--- config.mk ---
export PLATFORM = sky130hd
export DESIGN_NAME = key_event_hold_timer_top
export DESIGN_NICKNAME = d
export VERILOG_FILES = /design/src/rtl/core/keht_pkg.sv /design/src/rtl/core/keht_mod_track.sv /design/src/rtl/core/key_event_hold_timer_top.sv
export VERILOG_INCLUDE_DIRS = /design/src /design/src/rtl/core
export SDC_FILE = /design/constraint.sdc
export NUM_CORES = 2
export LEC_CHECK = 0
export BUFFER_PORTS_ARGS = -buffer_cell sky130_fd_sc_hd__buf_2
export CORE_UTILIZATION = 60
export CTS_BUF_LIST = sky130_fd_sc_hd__clkbuf_4 sky130_fd_sc_hd__clkbuf_8 sky130_fd_sc_hd__clkbuf_16
export CTS_CLUSTER_DIAMETER = 150
export CTS_CLUSTER_SIZE = 40
export DETAILED_ROUTE_END_ITERATION = 16
export PLACE_DENSITY = 0.84
export SLEW_MARGIN = 20
export SYNTH_ARGS = -nofsm -noshare
export SYNTH_HDL_FRONTEND = slang
export SYNTH_SLANG_ARGS = --single-unit
export TNS_END_PERCENT = 50
--- constraint.sdc ---
create_clock -name clk -period 12 [get_ports clk]
set_input_delay 1.8 -clock clk [delete_from_list [all_inputs] [get_ports clk]]
set_output_delay 1.8 -clock clk [all_outputs]
set_load 0.02 [all_outputs]
--- src/rtl/core/key_event_hold_timer_top_defines.svh ---
// ---------------------------------------------------------------------------
// Assertion macros for the key event hold timer.
// Each macro checks a clocked property on clk, disabled while rst_n is low.
// ---------------------------------------------------------------------------
`ifndef KEY_EVENT_HOLD_TIMER_TOP_DEFINES_SVH
`define KEY_EVENT_HOLD_TIMER_TOP_DEFINES_SVH

`ifndef SYNTHESIS
`define KEHT_ASSERT_NOW(lbl, ante, cons) \
    lbl: assert property (@(posedge clk) disable iff (!rst_n) (ante) |-> (cons)) \
        else $error("key event hold timer: check failed");
`define KEHT_ASSERT_NEXT(lbl, ante, cons) \
    lbl: assert property (@(posedge clk) disable iff (!rst_n) (ante) |=> (cons)) \
        else $error("key event hold timer: check failed");
`else
`define KEHT_ASSERT_NOW(lbl, ante, cons)
`define KEHT_ASSERT_NEXT(lbl, ante, cons)
`endif

`endif

--- src/rtl/core/keht_pkg.sv ---
// ---------------------------------------------------------------------------
// keht_pkg
// Types and constants shared by the key event hold timer modules.
// ---------------------------------------------------------------------------
`timescale 1ns / 1ps

package keht_pkg;

    localparam int CODE_W = 7;
    localparam int TIME_W = 32;

    localparam logic [CODE_W-1:0] KEY_WIN    = 7'h5B;
    localparam logic [CODE_W-1:0] KEY_LSHIFT = 7'h2A;
    localparam logic [CODE_W-1:0] KEY_RSHIFT = 7'h36;
    localparam logic [CODE_W-1:0] KEY_SPACE  = 7'h39;
    localparam logic [CODE_W-1:0] KEY_CAPS   = 7'h3A;

    localparam logic [2:0] CAPS_OFF       = 3'd0;
    localparam logic [2:0] CAPS_FIRST_DN  = 3'd1;
    localparam logic [2:0] CAPS_LOCKED    = 3'd3;
    localparam logic [2:0] CAPS_SECOND_DN = 3'd5;

    typedef enum logic [1:0] {
        ST_IDLE,
        ST_SCAN,
        ST_FETCH,
        ST_EMIT
    } fsm_state_t;

    typedef struct packed {
        logic              press_en;
        logic              release_en;
        logic [CODE_W-1:0] code;
    } mod_event_t;

    typedef struct packed {
        logic       shift_held;
        logic [2:0] caps_phase;
        logic       win_held;
        logic       alt_layout;
    } mod_state_t;

    typedef struct packed {
        logic [1:0]        case_layout;
        logic [TIME_W-1:0] sequence_no;
        logic [TIME_W-1:0] press_time;
        logic [TIME_W-1:0] interval;
    } slot_entry_t;

endpackage

--- src/rtl/core/keht_mod_track.sv ---
// ---------------------------------------------------------------------------
// keht_mod_track
// Tracks Shift, Win, the CapsLock phase and the layout toggle, and gives the
// case and layout code that a press of the current key would carry.
// ---------------------------------------------------------------------------
`timescale 1ns / 1ps
`include "key_event_hold_timer_top_defines.svh"

module keht_mod_track (
    input  logic                 clk,
    input  logic                 rst_n,
    input  keht_pkg::mod_event_t ev,
    output logic [1:0]           press_case
);

    keht_pkg::mod_state_t mods_reg;
    keht_pkg::mod_state_t mods_next;
    keht_pkg::mod_state_t press_mods;
    keht_pkg::mod_state_t rel_mods;

    always_comb
    begin
        press_mods = mods_reg;
        unique case (ev.code)
            keht_pkg::KEY_WIN:    press_mods.win_held = 1'b1;
            keht_pkg::KEY_LSHIFT: press_mods.shift_held = 1'b1;
            keht_pkg::KEY_RSHIFT: press_mods.shift_held = 1'b1;
            keht_pkg::KEY_CAPS:
            begin
                if (mods_reg.caps_phase == keht_pkg::CAPS_LOCKED)
                begin
                    press_mods.caps_phase = keht_pkg::CAPS_SECOND_DN;
                end
                else if (mods_reg.caps_phase == keht_pkg::CAPS_OFF)
                begin
                    press_mods.caps_phase = keht_pkg::CAPS_FIRST_DN;
                end
            end
            default: press_mods = mods_reg;
        endcase

        rel_mods = mods_reg;
        unique case (ev.code)
            keht_pkg::KEY_WIN:    rel_mods.win_held = 1'b0;
            keht_pkg::KEY_LSHIFT: rel_mods.shift_held = 1'b0;
            keht_pkg::KEY_RSHIFT: rel_mods.shift_held = 1'b0;
            keht_pkg::KEY_SPACE:  rel_mods.alt_layout = mods_reg.alt_layout ^ mods_reg.win_held;
            keht_pkg::KEY_CAPS:
            begin
                if (mods_reg.caps_phase == keht_pkg::CAPS_FIRST_DN)
                begin
                    rel_mods.caps_phase = keht_pkg::CAPS_LOCKED;
                end
                else if (mods_reg.caps_phase == keht_pkg::CAPS_SECOND_DN)
                begin
                    rel_mods.caps_phase = keht_pkg::CAPS_OFF;
                end
            end
            default: rel_mods = mods_reg;
        endcase

        priority if (ev.release_en)
        begin
            mods_next = rel_mods;
        end
        else if (ev.press_en)
        begin
            mods_next = press_mods;
        end
        else
        begin
            mods_next = mods_reg;
        end
    end

    always_ff @(posedge clk or negedge rst_n)
    begin
        if (!rst_n)
        begin
            mods_reg <= '0;
        end
        else
        begin
            mods_reg <= mods_next;
        end
    end

    assign press_case = {press_mods.alt_layout,
                         press_mods.shift_held ^ press_mods.caps_phase[0]};

    `KEHT_ASSERT_NOW(a_caps_phase_legal, 1'b1, (mods_reg.caps_phase == keht_pkg::CAPS_OFF) || (mods_reg.caps_phase == keht_pkg::CAPS_FIRST_DN) || (mods_reg.caps_phase == keht_pkg::CAPS_LOCKED) || (mods_reg.caps_phase == keht_pkg::CAPS_SECOND_DN))
    `KEHT_ASSERT_NOW(a_one_event, 1'b1, !(ev.press_en && ev.release_en))

endmodule

--- src/rtl/core/key_event_hold_timer_top.sv ---
// ---------------------------------------------------------------------------
// key_event_hold_timer_top
// Keyboard event timer: keeps a table of held keys, reports presses with the
// case/layout state and the interval since the last press, and reports
// releases with the hold time.
//
//   Channel  Handshake        Beat content
//   input    start, busy      raw_code, now_ms
//   result   done (strobe)    key_code, is_release, case_layout,
//                             sequence_res, hold_ms, interval_ms
//
// An item scans the slot table through the code memory, one slot per cycle
// with a registered read, and stops at the first match; an item without a
// match gives no result. A press takes the first free slot, a release the
// slot that holds its code. The result strobe follows the last busy cycle,
// and a new start may be taken while it shows. Reset empties the table at
// once through per-slot flags.
// ---------------------------------------------------------------------------
`timescale 1ns / 1ps
`include "key_event_hold_timer_top_defines.svh"

module key_event_hold_timer_top #(
    parameter int SLOTS = 16
) (
    input  logic        clk,
    input  logic        rst_n,
    input  logic        start,
    output logic        busy,
    input  logic [7:0]  raw_code,
    input  logic [31:0] now_ms,
    output logic        done,
    output logic [6:0]  key_code,
    output logic        is_release,
    output logic [1:0]  case_layout,
    output logic [31:0] sequence_res,
    output logic [31:0] hold_ms,
    output logic [31:0] interval_ms
);

    localparam int IDX_W = (SLOTS > 1) ? $clog2(SLOTS) : 1;
    localparam int CNT_W = $clog2(SLOTS + 1);

    keht_pkg::fsm_state_t state_reg;
    keht_pkg::fsm_state_t state_next;

    logic [keht_pkg::CODE_W-1:0] code_mem [0:SLOTS-1];
    keht_pkg::slot_entry_t       pay_mem  [0:SLOTS-1];

    logic [SLOTS-1:0]            valid_reg;
    logic [CNT_W-1:0]            issue_cnt_reg;
    logic                        pend_reg;
    logic [IDX_W-1:0]            pend_idx_reg;
    logic [keht_pkg::CODE_W-1:0] code_rd_reg;
    logic [IDX_W-1:0]            slot_reg;
    keht_pkg::slot_entry_t       pay_rd_reg;
    logic [keht_pkg::CODE_W-1:0] code_reg;
    logic                        is_rel_reg;
    logic [31:0]                 now_reg;
    logic [31:0]                 press_count_reg;
    logic [31:0]                 last_press_reg;
    logic                        done_reg;
    logic                        done_next;

    logic [6:0]                  key_code_reg;
    logic                        is_release_reg;
    logic [1:0]                  case_layout_reg;
    logic [31:0]                 sequence_reg;
    logic [31:0]                 hold_reg;
    logic [31:0]                 interval_reg;

    logic                        accept;
    logic                        issue;
    logic                        hit;
    logic                        press_hit;
    logic                        last_cmp;
    logic [31:0]                 gap;
    logic [31:0]                 hold_raw;
    logic [31:0]                 hold_val;
    keht_pkg::mod_event_t        mod_ev;
    logic [1:0]                  press_case;

    assign busy     = (state_reg != keht_pkg::ST_IDLE);
    assign accept   = start && !busy;
    assign issue    = (state_reg == keht_pkg::ST_SCAN) && (issue_cnt_reg != CNT_W'(SLOTS));
    assign last_cmp = (pend_idx_reg == IDX_W'(SLOTS - 1));
    assign hit      = (state_reg == keht_pkg::ST_SCAN) && pend_reg &&
                      (is_rel_reg ? (valid_reg[pend_idx_reg] && (code_rd_reg == code_reg))
                                  : !valid_reg[pend_idx_reg]);
    assign press_hit = hit && !is_rel_reg;
    assign gap       = now_reg - last_press_reg;
    assign hold_raw  = now_reg - pay_rd_reg.press_time;
    assign hold_val  = (hold_raw == 32'd0) ? 32'd1 : hold_raw;

    assign mod_ev.release_en = accept && raw_code[7];
    assign mod_ev.press_en   = press_hit;
    assign mod_ev.code       = accept ? raw_code[6:0] : code_reg;

    keht_mod_track u_mod_track (
        .clk        (clk),
        .rst_n      (rst_n),
        .ev         (mod_ev),
        .press_case (press_case)
    );

    always_comb
    begin
        state_next = state_reg;
        done_next  = 1'b0;
        unique case (state_reg)
            keht_pkg::ST_IDLE:
            begin
                if (accept)
                begin
                    state_next = keht_pkg::ST_SCAN;
                end
            end
            keht_pkg::ST_SCAN:
            begin
                priority if (hit)
                begin
                    state_next = is_rel_reg ? keht_pkg::ST_FETCH : keht_pkg::ST_IDLE;
                    done_next  = !is_rel_reg;
                end
                else if (pend_reg && last_cmp)
                begin
                    state_next = keht_pkg::ST_IDLE;
                end
                else
                begin
                    state_next = keht_pkg::ST_SCAN;
                end
            end
            keht_pkg::ST_FETCH:
            begin
                state_next = keht_pkg::ST_EMIT;
            end
            keht_pkg::ST_EMIT:
            begin
                state_next = keht_pkg::ST_IDLE;
                done_next  = 1'b1;
            end
            default:
            begin
                state_next = keht_pkg::ST_IDLE;
            end
        endcase
    end

    always_ff @(posedge clk or negedge rst_n)
    begin
        if (!rst_n)
        begin
            state_reg       <= keht_pkg::ST_IDLE;
            done_reg        <= 1'b0;
            valid_reg       <= '0;
            issue_cnt_reg   <= '0;
            pend_reg        <= 1'b0;
            press_count_reg <= '0;
            last_press_reg  <= '0;
        end
        else
        begin
            state_reg <= state_next;
            done_reg  <= done_next;
            pend_reg  <= issue;
            if (accept)
            begin
                issue_cnt_reg <= '0;
                if (!raw_code[7])
                begin
                    press_count_reg <= press_count_reg + 32'd1;
                end
            end
            else if (issue)
            begin
                issue_cnt_reg <= issue_cnt_reg + CNT_W'(1);
            end
            if (press_hit)
            begin
                valid_reg[pend_idx_reg] <= 1'b1;
                last_press_reg          <= now_reg;
            end
            else if (state_reg == keht_pkg::ST_EMIT)
            begin
                valid_reg[slot_reg] <= 1'b0;
            end
        end
    end

    always_ff @(posedge clk)
    begin
        if (accept)
        begin
            code_reg   <= raw_code[6:0];
            is_rel_reg <= raw_code[7];
            now_reg    <= now_ms;
        end
        if (issue)
        begin
            pend_idx_reg <= issue_cnt_reg[IDX_W-1:0];
        end
        if (hit)
        begin
            slot_reg <= pend_idx_reg;
        end
        if (press_hit)
        begin
            key_code_reg    <= code_reg;
            is_release_reg  <= 1'b0;
            case_layout_reg <= press_case;
            sequence_reg    <= press_count_reg;
            hold_reg        <= 32'd0;
            interval_reg    <= gap;
        end
        else if (state_reg == keht_pkg::ST_EMIT)
        begin
            key_code_reg    <= code_reg;
            is_release_reg  <= 1'b1;
            case_layout_reg <= pay_rd_reg.case_layout;
            sequence_reg    <= pay_rd_reg.sequence_no;
            hold_reg        <= hold_val;
            interval_reg    <= pay_rd_reg.interval;
        end
    end

    always_ff @(posedge clk)
    begin
        if (issue)
        begin
            code_rd_reg <= code_mem[issue_cnt_reg[IDX_W-1:0]];
        end
        if (press_hit)
        begin
            code_mem[pend_idx_reg] <= code_reg;
        end
    end

    always_ff @(posedge clk)
    begin
        if (state_reg == keht_pkg::ST_FETCH)
        begin
            pay_rd_reg <= pay_mem[slot_reg];
        end
        if (press_hit)
        begin
            pay_mem[pend_idx_reg] <= '{case_layout: press_case,
                                       sequence_no: press_count_reg,
                                       press_time:  now_reg,
                                       interval:    gap};
        end
    end

    assign done         = done_reg;
    assign key_code     = key_code_reg;
    assign is_release   = is_release_reg;
    assign case_layout  = case_layout_reg;
    assign sequence_res = sequence_reg;
    assign hold_ms      = hold_reg;
    assign interval_ms  = interval_reg;

    `KEHT_ASSERT_NEXT(a_accept_scans, accept, state_reg == keht_pkg::ST_SCAN)
    `KEHT_ASSERT_NEXT(a_emit_strobes, state_reg == keht_pkg::ST_EMIT, done_reg && is_release_reg)
    `KEHT_ASSERT_NOW(a_release_hold, done_reg && is_release_reg, hold_reg != 32'd0)
    `KEHT_ASSERT_NOW(a_press_hold, done_reg && !is_release_reg, hold_reg == 32'd0)
    `KEHT_ASSERT_NEXT(a_press_marks, press_hit, valid_reg[slot_reg])

endmodule

## Yosys cells after proc, flatten, opt, wreduce, memory -nomap -nowiden

Memories as Yosys holds them, arrays and structs flattened. A register that Yosys moved wholly into a read port is not among the register bits.
Cells that the tools add are included.

- Memory bits (writable): 1,680
- Logic and storage cells: 128
- Latch bits: 0
- Memories kept: 2
- Bits of input ports: 43
- Register bits: 249
- Memory bits (read-only): 0
- Output and inout port bits: 108

- $mul: 0
- Bitwise gates (word level): 6
- Divide/modulo/power cells: 0
- Reduce and logical (&&, ||, !) cells: 28
- Equal/unequal tests: 18
- Add/subtract/negate cells: 4
- Magnitude comparators: 4
- Shifts and indexed selects: 0
- Mux-type cells: 43

Memory list:

| name | words | bits a word | rd ports | clocked after Yosys merged registers in | write ports | line | RTL |
|---|---|---|---|---|---|---|---|
| pay_mem | 16 | 98 | 1 | 1 | 1 | key_event_hold_timer_top.sv:47 | `keht_pkg::slot_entry_t pay_mem [0:SLOTS-1];` |
| code_mem | 16 | 7 | 1 | 1 | 1 | key_event_hold_timer_top.sv:46 | `logic [keht_pkg::CODE_W-1:0] code_mem [0:SLOTS-1];` |

Operators with widths:

| kind | count |
|---|---|
| $mux 32 | 5 |
| $sub 32x32->32 | 2 |
| $add 32x1->32 const B | 1 |
| $logic_not 32->1 | 1 |
| $mux 16 | 2 |
| $eq 7x6->1 const B | 4 |
| $mux 7 | 3 |
| $mux 3 | 6 |
| $and 16x16->16 | 1 |
| $not 16->16 | 1 |
| $or 16x16->16 | 1 |
| $mux 1 | 13 |
| $mux 6 | 2 |
| $logic_and 1x1->1 | 10 |
| $lt 4x5->1 const B | 2 |
| $mux 2 | 5 |
| $mux 5 | 2 |
| $demux 1 s4 | 2 |
| $ge 4x1->1 const B | 2 |
| $pmux 2 s4 | 1 |
| $reduce_and 2->1 | 4 |
| $reduce_bool 2->1 | 4 |
| $eq 7x7->1 | 1 |
| $eq 7x7->1 const B | 1 |
| other kinds (22) | 27 |

## Logic depth before layout (Yosys ltp)

- Depth after elaboration: 9
- Gate-level depth with buffers: 13
- Gate-level depth less buffers: 13

## Hierarchy

A second synthesis with hierarchy kept.

- Cells, all modules: 3,680
- Area total of the unflattened synthesis: 79,213.5 µm²

By module, submodules not included:

| module | sequential area each (µm²) | cells an instance | times used | area each (µm²) |
|---|---|---|---|---|
| key_event_hold_timer_top | 60,052.6 | 3,643 | 1 | 78,828.1 |
| keht_mod_track | 150.1 | 37 | 1 | 385.4 |

## Worst setup path after synthesis

Ideal clock, no wire load.

- Path kind: flip-flop to flip-flop
- Start: register pend_idx_reg[0]
- End: memory code_mem[2][0] (netlist bit) (enable)
- Buffers on the path: 1
- Data required time: 11.301 ns
- Slack: 2.067 ns
- Stages on the path, launching flop included: 7
- Arrival: 9.234 ns
- Path through: edfxtp_1 buf_2 mux4_2 mux2_2 a2111oi_4 nand3b_1 nor3_1

- Word-level cells in the longest chain between the ends: 8

Ends and longest elaborated chain:

| item | line | RTL |
|---|---|---|
| start, declared | key_event_hold_timer_top.sv:52 | `logic [IDX_W-1:0] pend_idx_reg;` |
| start signal, assigned | key_event_hold_timer_top.sv:200 | `pend_idx_reg <= issue_cnt_reg[IDX_W-1:0];` |
| $bmux 1 s4 | key_event_hold_timer_top.sv:87, key_event_hold_timer_top.sv:88 |  |
| $mux 1 (not written as such) | key_event_hold_timer_top.sv:87, key_event_hold_timer_top.sv:88 |  |
| $logic_not 1->1 or $logic_and 1x1->1 (tied branches) | key_event_hold_timer_top.sv:88, key_event_hold_timer_top.sv:87 |  |
| $mux 1 | key_event_hold_timer_top.sv:87 | `(is_rel_reg ? (valid_reg[pend_idx_reg] && (code_rd_reg == code_reg))` |
| $logic_and 1x1->1 | key_event_hold_timer_top.sv:86 | `assign hit = (state_reg == keht_pkg::ST_SCAN) && pend_reg &&` |
| $logic_and 1x1->1 | key_event_hold_timer_top.sv:89 | `assign press_hit = hit && !is_rel_reg;` |
| $mux 1 | key_event_hold_timer_top.sv:232 | `if (press_hit)` |
| $mux 1 (not written as such) | key_event_hold_timer_top.sv:234 | `code_mem[pend_idx_reg] <= code_reg;` |
| end, declared | key_event_hold_timer_top.sv:46 |  |

Several ways; a longest one is shown, not always the timed one. The select of a mux whose other input is x is not followed.

## Worst setup path in the final report

- Start: register pend_idx_reg[0]
- End: memory pay_mem[4][69] (netlist bit) (enable)

- Word-level cells in the longest chain between the ends: 8

Ends and longest elaborated chain:

| item | line | RTL |
|---|---|---|
| $bmux 1 s4 | key_event_hold_timer_top.sv:87, key_event_hold_timer_top.sv:88 |  |
| $mux 1 (not written as such) | key_event_hold_timer_top.sv:87, key_event_hold_timer_top.sv:88 |  |
| $logic_not 1->1 or $logic_and 1x1->1 (tied branches) | key_event_hold_timer_top.sv:88, key_event_hold_timer_top.sv:87 |  |
| $mux 1 | key_event_hold_timer_top.sv:87 |  |
| $logic_and 1x1->1 | key_event_hold_timer_top.sv:86 |  |
| $logic_and 1x1->1 | key_event_hold_timer_top.sv:89 |  |
| $mux 1 | key_event_hold_timer_top.sv:244 | `if (press_hit)` |
| $mux 1 (not written as such) | key_event_hold_timer_top.sv:246 | `pay_mem[pend_idx_reg] <= '{case_layout: press_case,` |
| end, declared | key_event_hold_timer_top.sv:47 |  |

Several ways; a longest one is shown, not always the timed one. The select of a mux whose other input is x is not followed.

==> out/results.txt <==
status - finished clean
cell breakdown of the critical path - mux4_2, mux2_2, a2111oi_4, buf_4, inv_2, or3_1, nor2_4, buf_4
skew final - 0.0223 ns
worst r2r src - pend_idx_reg[0]
# resized after CTS - 0
CP max-delay cell - buf_4
DR vias/cell - 6.85
top cells by count, synth - edfxtp_1 (1899), mux4_2 (529), nand2_1 (123), clkbuf_1 (118)
max FFs per register - 1568
R2R setup slack - 6.18 ns
RSZ-0062 raised after global routing - no
Hold Path Origin - hold_ms[13]
DP Area - 0.0825 mm2
largest net degree at the start of global routing - 149
Worst-Skew Late Latency - 0.74 ns
Synth async-reset ratio - 0.0467
wire per inst - 32.2 um
Largest stage delay, worst path - 0.92 ns
kind of critical path - reg -> reg
Buf+Inv Stages, Crit Path - 3
Max Buffers Root-to-Sink - 3
crit-path most repeated cell - buf_4
share of post-route cells with drive strength above 1 - 0.257
Num CTS Buffers - 56
RePlAce Congestion - 0.889
Sink Count - 2034
clock slew at reported path FFs - 0.14 ns
Seq/Total Area, Yosys - 0.759
die height - 366 um
largest area contributor in the netlist - edfxtp_1
clk root buf - clkbuf_16
number of DRC markers after the initial detailed-route iteration - 5202
Detailed Route WL - 182000 um
first-pass GRT wire length - 262000 um
final hold vios - 0
initial antenna violation count - 8
post-route cell area - 0.0845 mm2
die area - 0.134 mm2
cell area after synthesis - 0.0793 mm2
Post-Place Worst Slack - 6.20 ns
Setup-failing EPs final - 0
via count - 38800
Cell Rows - 133
CTS tree - yes
Synth Instances - 3719
PwrDens - 214 mW/mm2
Sum Neg Setup Slack - 0 ns
area of the multi-input gates - 0.0183 mm2
worst setup margin - 6.18 ns
GRT Util Overall - 0.274
crit path max fanout - 54
minimum clock period - 5.82 ns
Die Width - 366 um
I/O pins - 151
max cap viols - 0
Mapped Nets - 3829
Peak VDD IR - 0.000194 V
remaining antenna violation count - 0
vias in the first global route - 38700
core area - 0.131 mm2
Hold Path Depth - 2
estimated wirelength of the detail-placed design - 103000 um
Yosys warning total - 0
Slew headroom - 0.219
top-count cell post-synth - edfxtp_1
final slew viol count - 0
leakage power - 26.6 nW
Most used DFF post-synth - edfxtp_1
reg2reg path depth - 8
Critical Path AT - 6.19 ns
nets - 3968
reg-to-reg endpoint - pay_mem[4][69]
DRC - 0
Final period util - 0.485
Crit path max-delay family - buffers and inverters
port buffer count - 150
Initial DRT Pass Iterations - 6
main area contributors after synthesis - edfxtp_1 (72%), mux4_2 (15%), dfrtp_1 (3.0%)
share of the synthesized area in the top cell type - 0.719
WHS Endpoint - hold_ms[13]
syn avg cell area - 21.3 um2
Power, Total - 18.1 mW
area grow syn2layout - 6.53%
Seq cells post-synth - 2034
FF/Latch Area - 0.0602 mm2
hold_buf cts - 0
Initial Util - 0.604
Worst Tran Pin Value - 1.17 ns
layout filler cell count - 8086
Setup crit start kind - register
synth unique cells - 76
CP required - 12.37 ns
Min-Delay Path Class - reg -> reg
FMAX - 172 MHz
post-CTS setup buffer count - 0
Setup crit end kind - register
H-tree Lvls - 2
GRT overflow - 0
EDFF count, synth - 1899
logic make-up (layout without fill, tap and decap cells):
| family | after synthesis | in the layout | share of synthesized area |
|---|---|---|---|
| AO/OA/AOI/OAI | 282 | 282 | 0.0231 |
| buffers and inverters | 258 | 444 | 0.0124 |
| flip-flops | 2034 | 2034 | 0.759 |
| other | 0 | 2 | 0 |
| adder cells (fa/ha/maj) | 67 | 67 | 0.0108 |
| multiplexers | 606 | 606 | 0.161 |
| XOR/XNOR | 92 | 92 | 0.0102 |
| AND/OR/NAND/NOR | 380 | 380 | 0.0231 |
cell usage in the layout (no fill, tap or decap), drive strengths merged, types with 16 or more instances in the layout:
| cell | instances |
|---|---|
| nand4 | 18 |
| a21o | 16 |
| dfxtp | 40 |
| nor2 | 95 |
| mux2 | 73 |
| o21ai | 88 |
| mux4 | 529 |
| and3 | 17 |
| clkbuf | 102 |
| a21oi | 61 |
| edfxtp | 1899 |
| xnor2 | 63 |
| inv | 97 |
| o22ai | 20 |
| xor2 | 29 |
| ha | 65 |
| nor3 | 17 |
| nand3 | 42 |
| dfrtp | 95 |
| buf | 243 |
| nand2 | 123 |
area by class of cell:
| class | count | area share |
|---|---|---|
| Antenna cell | 2 | 0.0000593 |
| Clock buffer | 102 | 0.0207 |
| Clock inverter | 3 | 0.000400 |
| Inverter | 96 | 0.00430 |
| Multi-Input combinational cell | 1427 | 0.217 |
| Sequential cell | 2034 | 0.713 |
| Tap cell | 1755 | 0.0260 |
| Timing Repair Buffer | 243 | 0.0188 |
worst register-to-register path: stages (launching register included):
cell	delay, ns
edfxtp_1	0.69
mux4_2	0.59
mux2_2	0.33
a2111oi_4	0.39
buf_4	0.75
inv_2	0.38
or3_1	0.63
nor2_4	0.73
buf_4	0.92
stage by stage:
step                hold slack (ns)   util  instances
finish                        0.471  0.643       5662
global route                  0.499  0.643       5662
CTS                           0.472  0.642       5657
detailed placement            0.451  0.629       5552
global placement              0.452  0.628       5551
floorplan                     0.421      -       3719
report_power, final:
group	total (mW)	switching (mW)	internal, mW
Sequential	9.74	0.416	9.32
Combinational	5.42	3.18	2.24
Clock	2.94	1.92	1.02
layer usage:
metal,track usage,part of all wire,vias to the layer above
li1,-,-,15500
met1,0.375,0.36,20400
met2,0.463,0.51,2520
met3,0.0356,0.089,369
met4,0.0916,0.036,8
met5,0,0.00024,-
how the worst max path moves through the flow:
| stage | startpoint | end | slack [ns] | cells past startpoint |
|---|---|---|---|---|
| after floorplan | pend_idx_reg[0] | code_mem[2][0] | 2.07 | 6 |
| after global placement | pend_idx_reg[0] | pay_mem[12][67] | 6.37 | 8 |
| after detailed placement | pend_idx_reg[0] | pay_mem[12][80] | 6.20 | 8 |
| after CTS | pend_idx_reg[0] | pay_mem[12][72] | 6.12 | 8 |
| after global routing | pend_idx_reg[0] | pay_mem[4][69] | 6.08 | 8 |
| final | pend_idx_reg[0] | pay_mem[4][69] | 6.18 | 8 |
Power figures use the tool's default switching activity.
